<file path="config.mk">
export PLATFORM = sky130hd
export DESIGN_NAME = frame_bitmap_allocator_flat
export DESIGN_NICKNAME = d
export VERILOG_FILES = /design/src/hdl/fba_pkg.sv /design/src/hdl/fba_req_if.sv /design/src/hdl/fba_rsp_if.sv /design/src/hdl/frame_bitmap_allocator.sv /design/src/flat_wrapper.sv
export SDC_FILE = /design/constraint.sdc
export NUM_CORES = 2
export LEC_CHECK = 0
export BUFFER_PORTS_ARGS = -buffer_cell sky130_fd_sc_hd__buf_2
export CAP_MARGIN = 0
export CORE_AREA = 2 2 471 566
export DETAILED_ROUTE_END_ITERATION = 8
export DIE_AREA = 0 0 473 568
export PLACE_DENSITY = 0.78
export SKIP_CTS_REPAIR_TIMING = 1
export SYNTH_ARGS = -nofsm -noshare
export SYNTH_HDL_FRONTEND = slang
export SYNTH_SLANG_ARGS = --single-unit
</file>
<file path="constraint.sdc">
create_clock -name clk -period 11.4 [get_ports clk]
set_input_delay 1.71 -clock clk [delete_from_list [all_inputs] [get_ports clk]]
set_output_delay 1.71 -clock clk [all_outputs]
set_load 0.02 [all_outputs]
</file>
<file path="src/hdl/fba_pkg.sv">
package fba_pkg;

  // Frame space and bitmap geometry.
  localparam int NUM_FRAMES   = 4096;
  localparam int WORD_BITS    = 32;
  localparam int FRAME_W      = 12;
  localparam int BIT_W        = $clog2(WORD_BITS);
  localparam int NWORDS       = (NUM_FRAMES + WORD_BITS - 1) / WORD_BITS;
  localparam int WADDR_W      = (NWORDS > 1) ? $clog2(NWORDS) : 1;
  localparam int FIELD_FRAMES = 1 << FRAME_W;

  // Only frames that frame_out can name are ever handed out.
  localparam int SCAN_LIMIT   = (NUM_FRAMES < FIELD_FRAMES) ? NUM_FRAMES : FIELD_FRAMES;
  localparam int SCAN_WORDS   = (SCAN_LIMIT + WORD_BITS - 1) / WORD_BITS;

  localparam logic [WORD_BITS-1:0] FULL_WORD = '1;

  typedef enum logic {
    FUNC_ALLOC = 1'b0,
    FUNC_FREE  = 1'b1
  } func_t;

  typedef enum logic [1:0] {
    ST_OK     = 2'd0,
    ST_MAPPED = 2'd1,
    ST_FULL   = 2'd2
  } status_t;

endpackage

</file>
<file path="src/hdl/fba_req_if.sv">
interface fba_req_if import fba_pkg::*; ();
  logic               valid;
  logic               ready;
  func_t              func;
  logic [FRAME_W-1:0] frame_number;
  logic               kernel_page;
  logic               rw_page;

  modport source (output valid, output func, output frame_number, output kernel_page,
                  output rw_page, input ready);
  modport sink   (input valid, input func, input frame_number, input kernel_page,
                  input rw_page, output ready);
endinterface

</file>
<file path="src/hdl/fba_rsp_if.sv">
interface fba_rsp_if import fba_pkg::*; ();
  logic               valid;
  logic               ready;
  logic [FRAME_W-1:0] frame_out;
  logic               present;
  logic               writable;
  logic               user_mode;
  status_t            status;

  modport source (output valid, output frame_out, output present, output writable,
                  output user_mode, output status, input ready);
  modport sink   (input valid, input frame_out, input present, input writable,
                  input user_mode, input status, output ready);
endinterface

</file>
<file path="src/hdl/frame_bitmap_allocator.sv">
// Channel  Dir  Fields
// req      in   func, frame_number, kernel_page, rw_page
// rsp      out  frame_out, present, writable, user_mode, status
//
// An allocate scans the bitmap RAM, which delivers one registered word per cycle,
// and the scan stops at the first word with a clear bit. A free reads its word
// and clears the bit; an already-mapped request goes straight to the done state.
// Synchronous reset clears one valid flag per bitmap word, so no clearing pass.
// The result sits in an output register; a new transaction is taken while it
// waits, and the next result waits in the done state until the register drains.
module frame_bitmap_allocator import fba_pkg::*; (
  input  logic clk,
  input  logic rst,
  fba_req_if.sink   req,
  fba_rsp_if.source rsp
);

  typedef enum logic [2:0] {
    S_IDLE,
    S_READ,
    S_FREE,
    S_SCAN,
    S_DONE
  } state_t;

  state_t state;

  // Captured request.
  logic               op_free;
  logic [FRAME_W-1:0] op_frame;
  logic               op_kernel;
  logic               op_writable;

  // Bitmap RAM, its per-word valid flags and the read pipeline.
  logic [WORD_BITS-1:0] mem [NWORDS];
  logic [NWORDS-1:0]    valid_bits;
  logic [WADDR_W-1:0]   addr;
  logic [WADDR_W-1:0]   chk;
  logic [WORD_BITS-1:0] word_q;
  logic                 word_vld_q;

  // Pending result.
  logic [FRAME_W-1:0] res_frame;
  logic               res_present;
  logic               res_writable;
  logic               res_user;
  status_t            res_status;

  logic [WORD_BITS-1:0]     word;
  logic [BIT_W-1:0]         zero_idx;
  logic [WADDR_W+BIT_W-1:0] found;
  logic                     hit;
  logic                     last;
  logic                     free_in_range;
  logic                     we;
  logic [WORD_BITS-1:0]     wd;
  logic                     slot_free;

  function automatic logic [BIT_W-1:0] lowest_zero(input logic [WORD_BITS-1:0] w);
    logic [BIT_W-1:0] idx;
    idx = '0;
    for (int i = WORD_BITS - 1; i >= 0; i--) begin
      if (!w[i]) idx = BIT_W'(i);
    end
    return idx;
  endfunction

  // A word never written reads as all frames free.
  assign word     = word_vld_q ? word_q : '0;
  assign zero_idx = lowest_zero(word);
  assign found    = {chk, zero_idx};
  assign hit      = (state == S_SCAN) && (word != FULL_WORD) &&
                    (32'(found) < 32'(SCAN_LIMIT));
  assign last     = (chk == WADDR_W'(SCAN_WORDS - 1));

  assign free_in_range = 32'(op_frame) < 32'(NUM_FRAMES);

  // Write back the word under test: clear a bit on free, set one on allocate.
  assign we = ((state == S_FREE) && free_in_range) || hit;
  assign wd = (state == S_FREE) ? (word & ~(WORD_BITS'(1) << op_frame[BIT_W-1:0]))
                                : (word | (WORD_BITS'(1) << zero_idx));

  assign slot_free = !rsp.valid || rsp.ready;
  assign req.ready = (state == S_IDLE);

  // Bitmap storage with registered read.
  always_ff @(posedge clk) begin
    if (we) mem[chk] <= wd;
    word_q <= mem[addr];
  end

  // Valid flags, cleared all at once by reset.
  always_ff @(posedge clk) begin
    if (rst) begin
      valid_bits <= '0;
      word_vld_q <= 1'b0;
    end else begin
      if (we) valid_bits[chk] <= 1'b1;
      word_vld_q <= valid_bits[addr];
    end
  end

  // Sequencer and output register.
  always_ff @(posedge clk) begin
    if (rst) begin
      state     <= S_IDLE;
      rsp.valid <= 1'b0;
      addr      <= '0;
      chk       <= '0;
    end else begin
      // The output register fills from the done state and empties on a handshake.
      if ((state == S_DONE) && slot_free) rsp.valid <= 1'b1;
      else if (rsp.ready) rsp.valid <= 1'b0;
      chk <= addr;
      unique case (state)
        S_IDLE: begin
          if (req.valid) begin
            op_free     <= (req.func == FUNC_FREE);
            op_frame    <= req.frame_number;
            op_kernel   <= req.kernel_page;
            op_writable <= req.rw_page;
            if (req.func == FUNC_FREE) begin
              addr  <= WADDR_W'(req.frame_number >> BIT_W);
              state <= S_READ;
            end else if (req.frame_number != '0) begin
              res_frame    <= req.frame_number;
              res_present  <= 1'b0;
              res_writable <= 1'b0;
              res_user     <= 1'b0;
              res_status   <= ST_MAPPED;
              state        <= S_DONE;
            end else begin
              addr  <= '0;
              state <= S_READ;
            end
          end
        end
        S_READ: begin
          // Wait for the first word; keep the scan address one ahead.
          if (!op_free) addr <= addr + 1'b1;
          state <= op_free ? S_FREE : S_SCAN;
        end
        S_FREE: begin
          res_frame    <= op_frame;
          res_present  <= 1'b0;
          res_writable <= 1'b0;
          res_user     <= 1'b0;
          res_status   <= ST_OK;
          state        <= S_DONE;
        end
        S_SCAN: begin
          addr <= addr + 1'b1;
          if (hit) begin
            res_frame    <= FRAME_W'(found);
            res_present  <= 1'b1;
            res_writable <= op_writable;
            res_user     <= !op_kernel;
            res_status   <= ST_OK;
            state        <= S_DONE;
          end else if (last) begin
            res_frame    <= '0;
            res_present  <= 1'b0;
            res_writable <= 1'b0;
            res_user     <= 1'b0;
            res_status   <= ST_FULL;
            state        <= S_DONE;
          end
        end
        S_DONE: begin
          if (slot_free) begin
            rsp.frame_out <= res_frame;
            rsp.present   <= res_present;
            rsp.writable  <= res_writable;
            rsp.user_mode <= res_user;
            rsp.status    <= res_status;
            state         <= S_IDLE;
          end
        end
        default: state <= S_IDLE;
      endcase
    end
  end

  // The bit chosen by the scan was really free.
  a_hit_bit_clear: assert property (@(posedge clk) disable iff (rst)
    hit |-> !word[zero_idx])
    else $error("scan picked a used frame");

  // A scan that misses moves on to the next word.
  a_scan_advance: assert property (@(posedge clk) disable iff (rst)
    (state == S_SCAN) && !hit && !last |=>
      (state == S_SCAN) && (chk == WADDR_W'($past(chk) + 1'b1)))
    else $error("scan skipped or repeated a word");

  // A finished result is loaded once the output register is free.
  a_done_load: assert property (@(posedge clk) disable iff (rst)
    (state == S_DONE) && slot_free |=> rsp.valid && (state == S_IDLE))
    else $error("result not loaded");

  // Only a successful allocation sets the present bit.
  a_present_ok: assert property (@(posedge clk) disable iff (rst)
    rsp.valid && rsp.present |-> (rsp.status == ST_OK))
    else $error("present set on a failed request");

endmodule
</file>
<file path="src/flat_wrapper.sv">
// flat-port wrapper written by rule: the top's interface ports become plain ports
module frame_bitmap_allocator_flat import fba_pkg::*;
  (clk, rst, req_valid, req_func, req_frame_number, req_kernel_page, req_rw_page, req_ready, rsp_valid, rsp_frame_out, rsp_present, rsp_writable, rsp_user_mode, rsp_status, rsp_ready);
  fba_req_if req_i ();
  fba_rsp_if rsp_i ();
  input  logic clk;
  input  logic rst;
  input wire logic [$bits(req_i.valid)-1:0] req_valid;
  input wire logic [$bits(req_i.func)-1:0] req_func;
  input wire logic [$bits(req_i.frame_number)-1:0] req_frame_number;
  input wire logic [$bits(req_i.kernel_page)-1:0] req_kernel_page;
  input wire logic [$bits(req_i.rw_page)-1:0] req_rw_page;
  output wire logic [$bits(req_i.ready)-1:0] req_ready;
  output wire logic [$bits(rsp_i.valid)-1:0] rsp_valid;
  output wire logic [$bits(rsp_i.frame_out)-1:0] rsp_frame_out;
  output wire logic [$bits(rsp_i.present)-1:0] rsp_present;
  output wire logic [$bits(rsp_i.writable)-1:0] rsp_writable;
  output wire logic [$bits(rsp_i.user_mode)-1:0] rsp_user_mode;
  output wire logic [$bits(rsp_i.status)-1:0] rsp_status;
  input wire logic [$bits(rsp_i.ready)-1:0] rsp_ready;
  assign req_i.valid = req_valid;
  assign req_i.func = req_func;
  assign req_i.frame_number = req_frame_number;
  assign req_i.kernel_page = req_kernel_page;
  assign req_i.rw_page = req_rw_page;
  assign req_ready = req_i.ready;
  assign rsp_valid = rsp_i.valid;
  assign rsp_frame_out = rsp_i.frame_out;
  assign rsp_present = rsp_i.present;
  assign rsp_writable = rsp_i.writable;
  assign rsp_user_mode = rsp_i.user_mode;
  assign rsp_status = rsp_i.status;
  assign rsp_i.ready = rsp_ready;
  frame_bitmap_allocator u_core (.clk(clk), .rst(rst), .req(req_i), .rsp(rsp_i));
endmodule
</file>
==> results.yml <==
outcome:
  status: "finished, violations left"
  violations: "max-capacitance violations, max-slew violations"
die:
  die_y_um: 568
  start_util: 0.626
  die_area_um2: 269000
  rows: 207
  die_w_um: 473
  core_area_um2: 264000
  ios: 38
placement:
  globalplace.congestion: 0.957
  pre_cts_ws_ps: 6040
  hpwl_um: 237000
  io_buffers: 37
timing:
  post-route-min-period_ps: 5520
  finalHoldViolCount: 0
  worstMarginPinSlew_ps: 1680
  slew_headroom: -0.131
  worst_slack_ps: 5880
  slew_violations: 9
  fmax_mhz: 181
  finalSetupTns_ps: 0
  setup-violations-final: 0
  finalClockSkew_ps: 52.7
  rsz0062_at_grt: "false"
  period_share: 0.484
cells_and_area:
  utilization: 0.694
  multi_input_area_um2: 36000
  fillers: 14400
  area_delta_synth_final_pct: 10.8
  nNetsFinal: 7338
  drive_gt1_frac: 0.289
  regArea_um2: 128000
pwr:
  p_leak_nw: 49.2
  vdd_drop_max_uv: 135
  power_density_nw_per_um2: 176
clock_network:
  cts-root-buf: "clkbuf_16"
  cts_tree: "built"
  max-clock-path-buffers: 4
  cts.sinks: 4324
  path_clk_slew_ps: 70
  clock_latency_ps: 930
  cts_buffers: 381
  htreeDepth: 5
global_route:
  grt_max_degree: 129
  grt_use_total: 0.340
  grt_overflow: 0
  grt_pass1_vias: 81100
  antenna_found_initial: 53
  grt_pass1_wl_um: 635000
synthesis:
  synth_top_flop_cell: "edfxtp_1"
  ys_warn_count: 0
  synth_area_um2: 165000
  ys_ff_latch: 4324
  avgSynthCellArea_um2: 23.1
  syn_nets: 7166
  seq_area_frac_synth: 0.775
  syn_inst: 7146
  async_flop_share: 0
  synth_cell_types: 59
  synth-edff-count: 4145
setup_path:
  worstPathMaxFanout: 82
  rr_worst_depth: 6
  crit_path_start_kind: "flip-flop"
  r2r_slack_ps: 5880
  crit_type: "reg -> reg"
  r2r-end: "u_core.word_q[15]"
  rr_startpoint: "u_core.addr[0]"
  cp.arrival_ps: 6250
  cp.required_ps: 12130
  crit_path_end_kind: "flip-flop"
detailed_routing:
  wl_per_cell_um: 40.9
  firstDrtPassIters: 7
  drt_wl_total_um: 453000
  drc: 0
  via_count: 82100
  viasPerCell: 7.40
  ant_nets: 0
  drt_iter0_markers: 14200
hold_path:
  hold_path.class: "reg -> reg"
  hp-start: "u_core.res_frame[0]"
  hold-path-cell-count: 0
  hold_path_end: "u_core.rsp.frame_out[0]"
job:
  max_cap_violations: 4
[registers in the layout, indices dropped and copies added, names as in the netlist, 2 cells and up]
register              flops
u_core.mem             4096
u_core.res_frame         12
u_core.chk                7
u_core.state              3
u_core.rsp.frame_out     12
u_core.word_q            32
u_core.rsp.status         2
u_core.addr               7
u_core.op_frame          12
u_core.res_status         2
u_core.valid_bits       128
[worst max-delay path by stage]
stage,start,depth (start not counted),endpoint
after floorplan,u_core.word_q[30],6,u_core.mem[0][1]
after global placement,u_core.addr[0],6,u_core.word_q[19]
after detailed placement,u_core.addr[0],6,u_core.word_q[15]
after CTS,u_core.addr[0],6,u_core.word_q[15]
after global routing,u_core.addr[0],6,u_core.word_q[27]
final,u_core.addr[0],6,u_core.word_q[15]
[cell usage after synthesis, drive strengths merged, types with 2 or more instances]
master / instances / area (um2)
a2111oi: 3 / 26.3
a21oi: 27 / 135
a221o: 4 / 40.0
a221oi: 66 / 578
a222oi: 3 / 30.0
a22o: 9 / 78.8
a22oi: 69 / 518
a311oi: 6 / 52.6
a31o: 2 / 17.5
a31oi: 2 / 12.5
and2: 6 / 37.5
and3: 9 / 56.3
and4: 2 / 17.5
buf: 229 / 1210
clkbuf: 200 / 751
dfxtp: 179 / 3580
edfxtp: 4145 / 124000
inv: 140 / 526
mux2: 2 / 22.5
mux2i: 125 / 1250
mux4: 1250 / 28200
nand2: 69 / 259
nand2b: 9 / 56.3
nand3: 30 / 150
nand3b: 7 / 52.6
nand4: 40 / 250
nor2: 161 / 604
nor2b: 27 / 169
nor3: 8 / 40.0
nor3b: 10 / 75.1
nor4: 5 / 31.3
o211ai: 20 / 150
o21a: 5 / 37.5
o21ai: 91 / 455
o221ai: 4 / 35.0
o22ai: 129 / 807
o311ai: 4 / 35.0
o31a: 2 / 17.5
o31ai: 12 / 90.1
or2: 19 / 119
or3: 4 / 25.0
[power breakdown]
part,switching (mW),internal (mW)
clock network,5.79,7.23
logic,1.10,0.685
registers,0.107,17.2
total,7.00,25.1
[metal layers]
metal / share of wire / routed length [um] / global-route usage
met1: 0.33 / 150000 / 0.448
met2: 0.49 / 222000 / 0.538
met3: 0.11 / 48400 / 0.0622
met4: 0.071 / 32400 / 0.203
met5: 0.00048 / 218 / 0
[layout by cell type, fill, tap and decap left out, types with 10 or more instances in the layout]
cell type	count
diode_2	21
clkinv_2	65
nor2_1	30
clkinv_1	67
o21ai_4	11
o21ai_1	38
a22oi_1	68
o21ai_0	42
nor2b_1	26
bufinv_16	42
o211ai_1	20
clkbuf_1	81
a221oi_1	66
nor2_4	129
mux2i_1	125
nand3_1	28
mux4_2	1250
nand2_1	67
o22ai_1	128
clkbuf_16	388
buf_4	164
buf_12	16
nand4_1	40
dfxtp_1	174
clkinvlp_4	16
buf_2	36
a21oi_1	20
or2_2	18
inv_1	139
inv_6	10
edfxtp_1	4145
[cell families (layout without fill, tap and decap cells)]
logic type / count (synthesis) / in the layout / synth area share
DFF: 4324 / 4324 / 0.775
muxes: 1377 / 1377 / 0.178
buffers and inverters: 570 / 1042 / 0.0151
AOI/OAI and AO/OA: 467 / 467 / 0.0194
and+or+nand+nor: 407 / 407 / 0.0118
adders and majority gates: 1 / 1 / 0.0000758
other: 0 / 21 / 0
[final cells by class]
class                   instances  area share
flip-flops and latches       4324       0.700
multi-input cells            2252       0.197
clock buffers                 471      0.0549
well taps                    3448      0.0236
clock inverters               212      0.0121
repair buffers                218     0.00968
inverters                     141     0.00289
diodes                         21    0.000287
[worst max-delay path: stages, from the launching register on]
cell	delay (ps)
dfxtp_4	1070
buf_12	580
buf_12	610
mux4_2	640
mux4_2	600
o21ai_1	1300
nand4_1	240
[per-stage QoR]
| step | hold WS [ps] | std cells | total power [mW] | instance area [um2] |
|---|---|---|---|---|
| 6_report | 414 | 11100 | 32.1 | 183000 |
| 5_1_grt | 417 | 11100 | 32.7 | 183000 |
| 4_1_cts | 416 | 11100 | 32.1 | 183000 |
| 3_5_place_dp | 408 | 10400 | 19.4 | 171000 |
| 3_3_place_gp | 411 | 10400 | 19.4 | 171000 |
| 2_1_floorplan | 400 | 7146 | 18.7 | 165000 |
Power figures use the tool's default switching activity.
